$ cat src/hw/rtl/pli_pkg.sv
// Package for the piecewise linear interpolator.
// Field widths, stream packing, mode codes and the controller state type.
// No dependencies.
package pli_pkg;

	localparam int DATA_W  = 16;
	localparam int IDX_W   = 4;
	localparam int CNT_W   = 5;
	localparam int PROD_W  = 2 * DATA_W;
	localparam int ENTRY_W = 2 * DATA_W;

	localparam int S_TDATA_W = 56;
	localparam int S_IDX_LO  = 0;
	localparam int S_X_LO    = S_IDX_LO + IDX_W;
	localparam int S_Y_LO    = S_X_LO + DATA_W;
	localparam int S_SMP_LO  = S_Y_LO + DATA_W;

	localparam logic [CNT_W-1:0] POINT_COUNT_RESET = 5'd9;

	localparam logic MODE_LOAD   = 1'b0;
	localparam logic MODE_LOOKUP = 1'b1;

	typedef enum logic [3:0] {
		ST_IDLE,
		ST_CHK0,
		ST_CHKL,
		ST_SCAN,
		ST_MUL,
		ST_DIV_START,
		ST_DIV,
		ST_FIN
	} pli_state_t;

	typedef struct packed {
		logic busy;
		logic done;
	} div_status_t;

endpackage

$ cat src/hw/rtl/piecewise_linear_interpolator.sv
// Piecewise linear interpolator: maps a sample through a table of up to
// MAX_POINTS breakpoint pairs. A load beat is written as it is accepted. A
// lookup first checks the sample against the first and the last point and
// clamps there; one that interpolates reads the table memory one
// breakpoint per cycle and takes its quotient from a bit-serial divider,
// one bit per cycle over the 32-bit product. One item is in work at a
// time; a finished result sits in an output register while the next beat
// is taken. Table entries read before they are written return undefined
// data.
// Top level: APB register, output register, pli_ctrl, pli_table, pli_divider.
module piecewise_linear_interpolator #(
	parameter int MAX_POINTS = 16
) (
	input  logic                          clk,
	input  logic                          arst_n,
	input  logic                          s_tvalid,
	output logic                          s_tready,
	// point_index[3:0], point_x[19:4], point_y[35:20], sample[51:36], zero pad
	input  logic [pli_pkg::S_TDATA_W-1:0] s_tdata,
	// mode[0]
	input  logic                          s_tuser,
	output logic                          m_tvalid,
	input  logic                          m_tready,
	// mapped_value[15:0]
	output logic [pli_pkg::DATA_W-1:0]    m_tdata,
	input  logic                          psel,
	input  logic                          penable,
	input  logic                          pwrite,
	input  logic [2:0]                    paddr,
	input  logic [31:0]                   pwdata,
	output logic [31:0]                   prdata,
	output logic                          pready
);
	import pli_pkg::*;

	localparam int AW = $clog2(MAX_POINTS);

	logic [CNT_W-1:0]   count_q;
	logic               m_valid_q;
	logic [DATA_W-1:0]  m_data_q;
	logic               out_free;
	logic               res_valid;
	logic [DATA_W-1:0]  res_value;

	logic               tbl_we;
	logic [AW-1:0]      tbl_waddr, tbl_raddr;
	logic [ENTRY_W-1:0] tbl_wdata, tbl_rdata;

	logic               div_start;
	logic [PROD_W-1:0]  div_dividend, div_quotient;
	logic [DATA_W-1:0]  div_divisor;
	div_status_t        div_status;

	assign pready = 1'b1;
	assign prdata = (paddr[2] == 1'b0) ? {{(32-CNT_W){1'b0}}, count_q} : 32'd0;

	always_ff @(posedge clk or negedge arst_n) begin
		if (!arst_n) begin
			count_q <= POINT_COUNT_RESET;
		end else if (psel && penable && pwrite && pready && paddr[2] == 1'b0) begin
			count_q <= pwdata[CNT_W-1:0];
		end
	end

	assign out_free = !m_valid_q || m_tready;

	always_ff @(posedge clk or negedge arst_n) begin
		if (!arst_n) begin
			m_valid_q <= 1'b0;
		end else if (out_free) begin
			m_valid_q <= res_valid;
		end
	end

	always_ff @(posedge clk) begin
		if (out_free && res_valid) begin
			m_data_q <= res_value;
		end
	end

	assign m_tvalid = m_valid_q;
	assign m_tdata  = m_data_q;

	pli_ctrl #(
		.MAX_POINTS(MAX_POINTS),
		.AW        (AW)
	) u_ctrl (
		.clk         (clk),
		.arst_n      (arst_n),
		.point_count (count_q),
		.in_valid    (s_tvalid),
		.in_ready    (s_tready),
		.in_mode     (s_tuser),
		.in_index    (s_tdata[S_IDX_LO +: IDX_W]),
		.in_x        (s_tdata[S_X_LO +: DATA_W]),
		.in_y        (s_tdata[S_Y_LO +: DATA_W]),
		.in_sample   (s_tdata[S_SMP_LO +: DATA_W]),
		.tbl_we      (tbl_we),
		.tbl_waddr   (tbl_waddr),
		.tbl_wdata   (tbl_wdata),
		.tbl_raddr   (tbl_raddr),
		.tbl_rdata   (tbl_rdata),
		.div_start   (div_start),
		.div_dividend(div_dividend),
		.div_divisor (div_divisor),
		.div_quotient(div_quotient),
		.div_status  (div_status),
		.out_free    (out_free),
		.res_valid   (res_valid),
		.res_value   (res_value)
	);

	pli_table #(
		.DEPTH(MAX_POINTS),
		.AW   (AW)
	) u_table (
		.clk  (clk),
		.we   (tbl_we),
		.waddr(tbl_waddr),
		.wdata(tbl_wdata),
		.raddr(tbl_raddr),
		.rdata(tbl_rdata)
	);

	pli_divider u_div (
		.clk     (clk),
		.arst_n  (arst_n),
		.start   (div_start),
		.dividend(div_dividend),
		.divisor (div_divisor),
		.quotient(div_quotient),
		.status  (div_status)
	);

endmodule

$ cat src/hw/rtl/pli_table.sv
// Breakpoint table: one synchronous memory of (y, x) pairs, x in the low half.
// One write port and one registered read port. Uses pli_pkg.
module pli_table #(
	parameter int DEPTH = 16,
	parameter int AW    = 4
) (
	input  logic                        clk,
	input  logic                        we,
	input  logic [AW-1:0]               waddr,
	input  logic [pli_pkg::ENTRY_W-1:0] wdata,
	input  logic [AW-1:0]               raddr,
	output logic [pli_pkg::ENTRY_W-1:0] rdata
);
	import pli_pkg::*;

	logic [ENTRY_W-1:0] mem [DEPTH];
	logic [ENTRY_W-1:0] rdata_q;

	always_ff @(posedge clk) begin
		if (we) begin
			mem[waddr] <= wdata;
		end
	end

	always_ff @(posedge clk) begin
		rdata_q <= mem[raddr];
	end

	assign rdata = rdata_q;

endmodule

$ cat src/hw/rtl/pli_divider.sv
// Bit-serial restoring divider, one quotient bit per cycle.
// PROD_W-bit dividend by DATA_W-bit nonzero divisor. Uses pli_pkg.
module pli_divider (
	input  logic                       clk,
	input  logic                       arst_n,
	input  logic                       start,
	input  logic [pli_pkg::PROD_W-1:0] dividend,
	input  logic [pli_pkg::DATA_W-1:0] divisor,
	output logic [pli_pkg::PROD_W-1:0] quotient,
	output pli_pkg::div_status_t       status
);
	import pli_pkg::*;

	localparam int STEP_W = $clog2(PROD_W + 1);

	logic [DATA_W-1:0] rem_q;
	logic [DATA_W-1:0] dsr_q;
	logic [PROD_W-1:0] quo_q;
	logic [STEP_W-1:0] cnt_q;
	logic              busy_q;
	logic              done_q;
	logic [DATA_W:0]   shifted;
	logic [DATA_W:0]   diff;
	logic              fits;

	assign shifted = {rem_q, quo_q[PROD_W-1]};
	assign diff    = shifted - {1'b0, dsr_q};
	assign fits    = shifted >= {1'b0, dsr_q};

	always_ff @(posedge clk or negedge arst_n) begin
		if (!arst_n) begin
			busy_q <= 1'b0;
			done_q <= 1'b0;
			cnt_q  <= '0;
		end else begin
			done_q <= 1'b0;
			if (start) begin
				busy_q <= 1'b1;
				cnt_q  <= STEP_W'(PROD_W);
			end else if (busy_q) begin
				cnt_q <= cnt_q - 1'b1;
				if (cnt_q == STEP_W'(1)) begin
					busy_q <= 1'b0;
					done_q <= 1'b1;
				end
			end
		end
	end

	always_ff @(posedge clk) begin
		if (start) begin
			rem_q <= '0;
			dsr_q <= divisor;
			quo_q <= dividend;
		end else if (busy_q) begin
			rem_q <= fits ? diff[DATA_W-1:0] : shifted[DATA_W-1:0];
			quo_q <= {quo_q[PROD_W-2:0], fits};
		end
	end

	assign quotient    = quo_q;
	assign status.busy = busy_q;
	assign status.done = done_q;

endmodule

$ cat src/hw/rtl/pli_ctrl.sv
// Lookup sequencer: table writes, breakpoint search over the table memory,
// multiply and division setup, result saturation. Uses pli_pkg, drives pli_table
// and pli_divider through the top level.
module pli_ctrl #(
	parameter int MAX_POINTS = 16,
	parameter int AW         = 4
) (
	input  logic                        clk,
	input  logic                        arst_n,
	input  logic [pli_pkg::CNT_W-1:0]   point_count,
	input  logic                        in_valid,
	output logic                        in_ready,
	input  logic                        in_mode,
	input  logic [pli_pkg::IDX_W-1:0]   in_index,
	input  logic [pli_pkg::DATA_W-1:0]  in_x,
	input  logic [pli_pkg::DATA_W-1:0]  in_y,
	input  logic [pli_pkg::DATA_W-1:0]  in_sample,
	output logic                        tbl_we,
	output logic [AW-1:0]               tbl_waddr,
	output logic [pli_pkg::ENTRY_W-1:0] tbl_wdata,
	output logic [AW-1:0]               tbl_raddr,
	input  logic [pli_pkg::ENTRY_W-1:0] tbl_rdata,
	output logic                        div_start,
	output logic [pli_pkg::PROD_W-1:0]  div_dividend,
	output logic [pli_pkg::DATA_W-1:0]  div_divisor,
	input  logic [pli_pkg::PROD_W-1:0]  div_quotient,
	input  pli_pkg::div_status_t        div_status,
	input  logic                        out_free,
	output logic                        res_valid,
	output logic [pli_pkg::DATA_W-1:0]  res_value
);
	import pli_pkg::*;

	localparam int NW = ($clog2(MAX_POINTS + 1) > CNT_W) ? $clog2(MAX_POINTS + 1) : CNT_W;
	localparam logic [DATA_W:0] DMAX = {1'b0, {DATA_W{1'b1}}};

	pli_state_t state_q, state_d;

	logic [DATA_W-1:0] sample_q;
	logic [AW-1:0]     p_q;
	logic [DATA_W-1:0] x0_q, y0_q, x1_q, y1_q;
	logic [DATA_W-1:0] res_q;
	logic [PROD_W-1:0] prod_q;
	logic [DATA_W-1:0] dsr_q;
	logic              neg_q;

	logic [NW-1:0]     cnt_ext, used;
	logic [AW-1:0]     last_idx;
	logic [DATA_W-1:0] rd_x, rd_y;
	logic              accept;
	logic              stop_scan;
	logic [DATA_W-1:0] dx, dq, dy;
	logic              neg;
	logic [PROD_W:0]   sum_pos;
	logic [DATA_W-1:0] res_div;

	assign rd_x = tbl_rdata[DATA_W-1:0];
	assign rd_y = tbl_rdata[ENTRY_W-1:DATA_W];

	always_comb begin
		cnt_ext = NW'(point_count);
		if (cnt_ext == '0) begin
			used = NW'(1);
		end else if (cnt_ext > NW'(MAX_POINTS)) begin
			used = NW'(MAX_POINTS);
		end else begin
			used = cnt_ext;
		end
	end
	assign last_idx = AW'(used - NW'(1));

	assign accept    = in_valid && in_ready;
	assign tbl_we    = accept && (in_mode == MODE_LOAD) &&
	                   ({{(32-IDX_W){1'b0}}, in_index} < 32'(MAX_POINTS));
	assign tbl_waddr = AW'(in_index);
	assign tbl_wdata = {in_y, in_x};

	assign stop_scan = (p_q == last_idx) || (sample_q <= rd_x);

	always_comb begin
		neg = 1'b0;
		if (sample_q >= x0_q) begin
			dx = sample_q - x0_q;
		end else begin
			dx  = x0_q - sample_q;
			neg = ~neg;
		end
		if (x1_q >= x0_q) begin
			dq = x1_q - x0_q;
		end else begin
			dq  = x0_q - x1_q;
			neg = ~neg;
		end
		if (y1_q >= y0_q) begin
			dy = y1_q - y0_q;
		end else begin
			dy  = y0_q - y1_q;
			neg = ~neg;
		end
	end

	assign sum_pos = {{(PROD_W-DATA_W+1){1'b0}}, y0_q} + {1'b0, div_quotient};
	always_comb begin
		if (neg_q) begin
			if (div_quotient > PROD_W'(y0_q)) begin
				res_div = '0;
			end else begin
				res_div = y0_q - div_quotient[DATA_W-1:0];
			end
		end else if (sum_pos > (PROD_W+1)'(DMAX)) begin
			res_div = DMAX[DATA_W-1:0];
		end else begin
			res_div = sum_pos[DATA_W-1:0];
		end
	end

	always_comb begin
		state_d = state_q;
		unique case (state_q)
			ST_IDLE: begin
				if (accept && in_mode == MODE_LOOKUP) state_d = ST_CHK0;
			end
			ST_CHK0: state_d = (sample_q <= rd_x) ? ST_FIN : ST_CHKL;
			ST_CHKL: state_d = (sample_q >= rd_x) ? ST_FIN : ST_SCAN;
			ST_SCAN: begin
				if (stop_scan) state_d = (sample_q == rd_x) ? ST_FIN : ST_MUL;
			end
			ST_MUL:       state_d = (x1_q == x0_q) ? ST_FIN : ST_DIV_START;
			ST_DIV_START: state_d = ST_DIV;
			ST_DIV: begin
				if (div_status.done) state_d = ST_FIN;
			end
			ST_FIN: begin
				if (out_free) state_d = ST_IDLE;
			end
			default: state_d = ST_IDLE;
		endcase
	end

	always_comb begin
		in_ready  = 1'b0;
		tbl_raddr = '0;
		div_start = 1'b0;
		res_valid = 1'b0;
		unique case (state_q)
			ST_IDLE:      in_ready  = 1'b1;
			ST_CHK0:      tbl_raddr = last_idx;
			ST_CHKL:      tbl_raddr = AW'(1);
			ST_SCAN:      tbl_raddr = p_q + AW'(1);
			ST_MUL:       tbl_raddr = '0;
			ST_DIV_START: div_start = 1'b1;
			ST_DIV:       tbl_raddr = '0;
			ST_FIN:       res_valid = 1'b1;
			default:      tbl_raddr = '0;
		endcase
	end

	always_ff @(posedge clk or negedge arst_n) begin
		if (!arst_n) begin
			state_q <= ST_IDLE;
		end else begin
			state_q <= state_d;
		end
	end

	always_ff @(posedge clk) begin
		unique case (state_q)
			ST_IDLE: begin
				sample_q <= in_sample;
			end
			ST_CHK0: begin
				x0_q  <= rd_x;
				y0_q  <= rd_y;
				res_q <= rd_y;
			end
			ST_CHKL: begin
				res_q <= rd_y;
				p_q   <= AW'(1);
			end
			ST_SCAN: begin
				if (stop_scan) begin
					x1_q  <= rd_x;
					y1_q  <= rd_y;
					res_q <= rd_y;
				end else begin
					x0_q <= rd_x;
					y0_q <= rd_y;
					p_q  <= p_q + AW'(1);
				end
			end
			ST_MUL: begin
				prod_q <= PROD_W'(dx) * PROD_W'(dy);
				dsr_q  <= dq;
				neg_q  <= neg;
				res_q  <= y1_q;
			end
			ST_DIV_START: begin
				res_q <= res_q;
			end
			ST_DIV: begin
				if (div_status.done) res_q <= res_div;
			end
			ST_FIN: begin
				res_q <= res_q;
			end
			default: begin
				res_q <= res_q;
			end
		endcase
	end

	assign div_dividend = prod_q;
	assign div_divisor  = dsr_q;
	assign res_value    = res_q;

endmodule

$ cat config.mk
export PLATFORM = sky130hd
export DESIGN_NAME = piecewise_linear_interpolator
export DESIGN_NICKNAME = d
export VERILOG_FILES = /design/src/hw/rtl/pli_pkg.sv /design/src/hw/rtl/piecewise_linear_interpolator.sv /design/src/hw/rtl/pli_table.sv /design/src/hw/rtl/pli_divider.sv /design/src/hw/rtl/pli_ctrl.sv
export SDC_FILE = /design/constraint.sdc
export NUM_CORES = 2
export LEC_CHECK = 0
export BUFFER_PORTS_ARGS = -buffer_cell sky130_fd_sc_hd__buf_2
export CAP_MARGIN = 20
export CELL_PAD_IN_SITES_DETAIL_PLACEMENT = 0
export CELL_PAD_IN_SITES_GLOBAL_PLACEMENT = 1
export CORE_MARGIN = 4
export CORE_UTILIZATION = 55
export DETAILED_ROUTE_END_ITERATION = 10
export PLACE_DENSITY = 0.95
export REMOVE_ABC_BUFFERS = 1
export SETUP_SLACK_MARGIN = 0.5
export SLEW_MARGIN = 10
export SYNTH_ARGS = -nofsm -noshare
export SYNTH_HDL_FRONTEND = slang
export SYNTH_SLANG_ARGS = --single-unit
$ cat constraint.sdc
create_clock -name clk -period 17.9 [get_ports clk]
set_clock_uncertainty 0.2 [all_clocks]
set_input_delay 1.79 -clock clk [delete_from_list [all_inputs] [get_ports clk]]
set_output_delay 1.79 -clock clk [all_outputs]
set_load 0.05 [all_outputs]
Word-level counts from Yosys, hierarchy flattened
Memory sizes are Yosys's and may differ from the RTL's. A register that Yosys moved wholly into a read port is not among the register bits.
Cells that the tools add are included.
{ "op_classes": {"div": 0, "n_reduce_logical": 22, "mul": 1, "muxes": 47, "eq_ne": 16, "n_bitwise": 3, "addsub": 12, "n_lt_le_gt_ge": 9, "shifts": 0} }
{ "ops": {"columns": ["operator", "n"], "rows": [
  ["$mux W16", 11],
  ["$sub A16 B16 Y16", 8],
  ["$ge A16 B16 Y1", 4],
  ["$mux W32", 2],
  ["$pmux W16 S2", 2],
  ["$pmux W16 S4", 1],
  ["$add A16 B32 Y33", 1],
  ["$gt A33 B16 Y1 const B", 1],
  ["$eq A16 B16 Y1", 2],
  ["$gt A32 B16 Y1", 1],
  ["$mul A16 B16 Y32", 1],
  ["$pmux W4 S8", 1],
  ["$mux W4", 7],
  ["$ge A17 B16 Y1", 1],
  ["$eq A4 B3 Y1 const B", 4],
  ["$le A16 B16 Y1", 1],
  ["$mux W1", 14],
  ["$mux W6", 2],
  ["$pmux W4 S3", 1],
  ["$eq A4 B2 Y1 const B", 2],
  ["$pmux W4 S2", 1],
  ["$logic_and A1 B1 Y1", 7],
  ["$eq A6 B1 Y1 const B", 1],
  ["$mux W3", 2],
  ["21 further kinds", 32]
]} }
{ "totals": {"ram_bits": 512, "mem_bits_ro": 0, "latch_bits": 0, "out_inout_bits": 51, "mem_count": 1, "input_bits": 99, "elab_cells": 131, "regBits": 247} }
{ "memory_table": {"columns": ["memory", "words", "word_bits", "rd", "rd_ports_with_merged_regs", "wr", "line_no", "source"], "rows": [
  ["u_table.mem", 16, 32, 1, 1, 1, "pli_table.sv:16", "logic [ENTRY_W-1:0] mem [DEPTH];"]
]} }

Longest topological paths before layout
{ "depth": {"depth_word": 8, "ltp_mapped": 40, "ltp_nobuf": 38} }

By module
A second synthesis with hierarchy kept.
{ "hier_totals": {"cells_unflattened": 3675, "area_unflattened_um2": 46253.1} }
{ "modules_own_cells": {"columns": ["module", "cells_per_inst", "area_per_inst_um2", "seq_area_each_um2", "n_inst"], "rows": [
  ["pli_ctrl", 2430, 21590.7, 4549.4, 1],
  ["pli_table", 838, 19835.3, 16015.4, 1],
  ["pli_divider", 341, 3833.7, 1961.9, 1],
  ["piecewise_linear_interpolator", 66, 993.5, 633.1, 1]
]} }

Worst setup path after synthesis
OpenSTA, ideal clock, no wires.
{ "synth_path": {"path_type": "flip-flop to flip-flop", "from": "reg u_ctrl.x0_q[1]", "to": "reg u_ctrl.prod_q[31] (netlist: u_ctrl.div_dividend[31]), data pin", "required_ns": 17.441, "slack_ns": 8.148, "setup_ns": 0.259, "stages_incl_launch_ff": 37, "period_less_slack_ns": 9.752, "path_buffers": 1, "arrival_ns": 9.293, "cell_sequence": "edfxtp_1 -> inv_1 -> fa_1 -> a21oi_1 -> o21ai_0 -> a21oi_1 -> a21oi_1 -> o21a_1 -> o31ai_1 -> clkbuf_1 -> a211oi_1 -> a21oi_1 -> xor2_1 -> nand2_1 -> fa_1 -> inv_1 -> fa_1 -> inv_1 -> fa_1 -> inv_1 -> fa_1 -> fa_1 -> inv_1 -> fa_1 -> inv_1 -> ha_1 -> a21oi_1 -> o21ai_0 -> a221oi_1 -> a21boi_0 -> nor2_1 -> a21oi_1 -> a211oi_1 -> a21oi_1 -> a2111oi_0 -> a21oi_1 -> xnor2_1"} }
{ "synth_via": {"elab_chain_cells": 3, "word_cells_on_any_way": 5, "classes_between": "add/sub: 2; mul: 1; order compare: 1; mux: 1"} }
{ "synth_rtl": {"columns": ["item", "line_no", "source"], "rows": [
  ["from (decl)", "pli_ctrl.sv:41", "logic [DATA_W-1:0] x0_q, y0_q, x1_q, y1_q;"],
  ["from (signal assigned)", "pli_ctrl.sv:172", "x0_q <= rd_x;"],
  ["from (signal assigned)", "pli_ctrl.sv:186", "x0_q <= rd_x;"],
  ["$sub A16 B16 Y16 (tied with other cells)", "pli_ctrl.sv:85", "dx = x0_q - sample_q;"],
  ["$mux W16 *", "pli_ctrl.sv:82", "if (sample_q >= x0_q) begin"],
  ["$mul A16 B16 Y32 *", "pli_ctrl.sv:192", "prod_q <= PROD_W'(dx) * PROD_W'(dy);"],
  ["to (signal assigned)", "pli_ctrl.sv:192", null],
  ["to (decl)", "pli_ctrl.sv:43", "logic [PROD_W-1:0] prod_q;"]
]} }
Mark *: on every way between the ends. The rest lies on a longest branch, timed or not.
A chain may end at the register's enable or synchronous reset.

Final worst setup path
{ "layout_path": {"from": "reg u_ctrl.y0_q[1]", "to": "reg u_ctrl.prod_q[31] (netlist: u_ctrl.div_dividend[31]), data pin"} }
{ "layout_via": {"elab_chain_cells": 3, "word_cells_on_any_way": 5, "classes_between": "add/sub: 2; mul: 1; order compare: 1; mux: 1"} }
{ "layout_rtl": {"columns": ["item", "line_no", "source"], "rows": [
  ["from (decl)", "pli_ctrl.sv:41", null],
  ["from (signal assigned)", "pli_ctrl.sv:173", "y0_q <= rd_y;"],
  ["from (signal assigned)", "pli_ctrl.sv:187", "y0_q <= rd_y;"],
  ["$sub A16 B16 Y16 (tied with other cells)", "pli_ctrl.sv:97", "dy = y0_q - y1_q;"],
  ["$mux W16 *", "pli_ctrl.sv:94", "if (y1_q >= y0_q) begin"],
  ["$mul A16 B16 Y32 *", "pli_ctrl.sv:192", null]
]} }
Marked as above.

==> flow_summary.toml <==
[run_status]
status = "complete, no violations"

[floorplanning]
die_h_um = 295.6
die_area_um2 = 87370
core_um2 = 81980
dieWidth_um = 295.6
rows = 105
ioPinCount = 150
initial_utilization = 0.5549

[global_route]
grtUsageTotal = 0.2552
grt_max_degree = 92
antenna_found_initial = 11
grt_overflow = 0
grt_pass1_wl_um = 173200
grt_pass1_vias = 30970

[synthesis]
syn_inst = 4066
synth_xor_area_frac = 0.02234
muxShareOfSynthArea = 0.01205
synth-compound-area-share = 0.1187
synth_fa_ha_area_frac = 0.1664
yosysSeqAreaShare = 0.5091
ys_types = 84
syn_area_per_cell_um2 = 11.19
yosys.area_share.simple = 0.1165
synth_edf_count = 725
synthArstFlopShare = 0.02152
ys.flop_type = "edfxtp_1"
yosysWarnings = 0
synth_top_family_by_area = "adder cells"
ys_ff_latch = 790
synth_area_um2 = 45490

[finish]
nets = 4696
mostFrequentLayoutCell = "edfxtp_1"
syn_to_final_growth_pct = 10.06
drive_gt1_frac = 0.08652
most-common-layout-cells = "edfxtp_1 (725), nand2_1 (520), inv_1 (411), ha_1 (280), nor2_1 (260)"

[job]
max-cap-violations = 0

[setup_path]
worstPathArrival_ns = 11.82
crit_path_max_fanout = 26
start_kind = "register"
crit_type = "register to register"
critPathCaptureType = "register"
critical_path.max_stage_delay_ns = 0.84
cp_top_family = "adder cells"
slowest_stage = "xor2_1"
worst-endpoint-required_ns = 18.12
path_buf_inv = 4
cp_common_cell = "fa_1"

[routing]
wl_met1_um = 44020
drc = 0
vias_per_cell = 5.966
wl_per_cell_um = 21.26
drt_pass1_iterations = 6
wl_met2_um = 54410
top_layer = "met5"
wl_met3_um = 9869
detail-route-antenna-nets = 0
vias = 31370
drt_iter0_markers = 3064
wl_um = 111800

[timing]
fin_crit_ns = 11.59
setup_viol_count_final = 0
worstMarginPinSlew_ns = 1.072
fmax_mhz = 86.26
hold_violations = 0
tns_ns = 0
post-route-period-util = 0.6477
maxSlewViolCount = 0
max-slew-margin-rel = 0.2851
rsz0062_at_grt = "false"

[place]
place_hpwl_um = 73230
place.gp.congestion = 0.9018
port_buffers = 88

[clocking]
holdBufCountCts = 0
ctsResizeCount = 0
postCtsSetupBuffers = 0
clk_latency_ns = 0.66
root_buffer = "clkbuf_16"
cts_buffers = 82
clkTransAtPathRegs_ns = 0.06
cts_tree = "done"
cts_num_sinks = 790
cts-htree-levels = 3
clockBufferDepth = 3

[min_path]
hold_class = "register to register"
metal layers:
layer	up-vias	GRT usage
met1	15350	0.3357
li1	14350	-
met4	6	0.08664
met3	234	0.04778
met5	-	0
met2	1430	0.4303
layout make-up:
type,count,area (um2)
fillers,6300,31910
flip-flops and latches,790,23160
multi-input cells,2673,20170
clock buffers,99,2156
inverters,413,1550
well taps,1070,1339
repair buffers,154,955.9
clock inverters,55,718.2
diodes,5,12.51
through the flow:
stage	hold slack (ns)	instances	utilization	area, um2	worst slack, ns
after global placement	0.2005	5099	0.5752	47150	6.603
final	0.2166	5259	0.6107	50060	6.306
after CTS	0.2180	5253	0.6102	50020	6.444
after detailed placement	0.2045	5099	0.5752	47150	6.483
after floorplan	0.2003	3876	-	44650	7.269
after global routing	0.2201	5255	0.6106	50050	5.702
synthesized netlist by cell type, types with 75 or more instances:
master | n | area share
edfxtp_1 | 725 | 0.48
nand2_1 | 522 | 0.043
o21ai_0 | 156 | 0.017
nor2_1 | 274 | 0.023
clkbuf_1 | 166 | 0.014
xnor2_1 | 79 | 0.015
nand3_1 | 107 | 0.012
ha_1 | 280 | 0.077
a21oi_1 | 156 | 0.017
inv_1 | 412 | 0.034
o211ai_1 | 111 | 0.018
a31oi_1 | 75 | 0.010
fa_1 | 203 | 0.089
cells by family (layout without fill, tap and decap cells):
logic type                 count (synthesis)  in the layout
buffers and inverters                    629            721
AOI/OAI and AO/OA                        807            807
muxes                                     53             53
other                                      2             33
adders and majority gates                483            483
xor gates and xnor gates                 116            116
and+or+nand+nor                         1186           1186
DFF                                      790            790
registers in the layout, indices dropped and copies added, names as in the netlist, 3 cells and up:
signal               flops
u_ctrl.res_value        16
u_ctrl.y0_q             16
u_ctrl.sample_q         16
u_div.cnt_q              6
u_div.dsr_q             16
u_div.quotient          32
u_ctrl.div_dividend     32
u_ctrl.x1_q             16
u_table.mem            512
u_div.rem_q             16
u_ctrl.div_divisor      16
u_ctrl.y1_q             16
u_table.rdata           32
u_ctrl.x0_q             16
m_tdata                 16
count_q                  5
u_ctrl.p_q               4
u_ctrl.state_q           3
final timing paths:
check                                startpoint  slack, ns                 endpoint  depth (start not counted)
setup / recovery                 u_ctrl.y0_q[1]       6.31  u_ctrl.div_dividend[31]                         33
hold / removal             u_ctrl.res_value[11]       0.22              m_tdata[11]                          0
setup reg to reg                 u_ctrl.y0_q[1]       6.31  u_ctrl.div_dividend[31]                         33
hold reg to reg            u_ctrl.res_value[11]       0.22              m_tdata[11]                          0
max in group asynchronous                arst_n      16.32           u_div.cnt_q[3]                          1
min in group asynchronous                arst_n       0.86               count_q[1]                          1
Power is not shown: default switching activity piles up to over one toggle a cycle in this logic, so the estimate is an artifact.
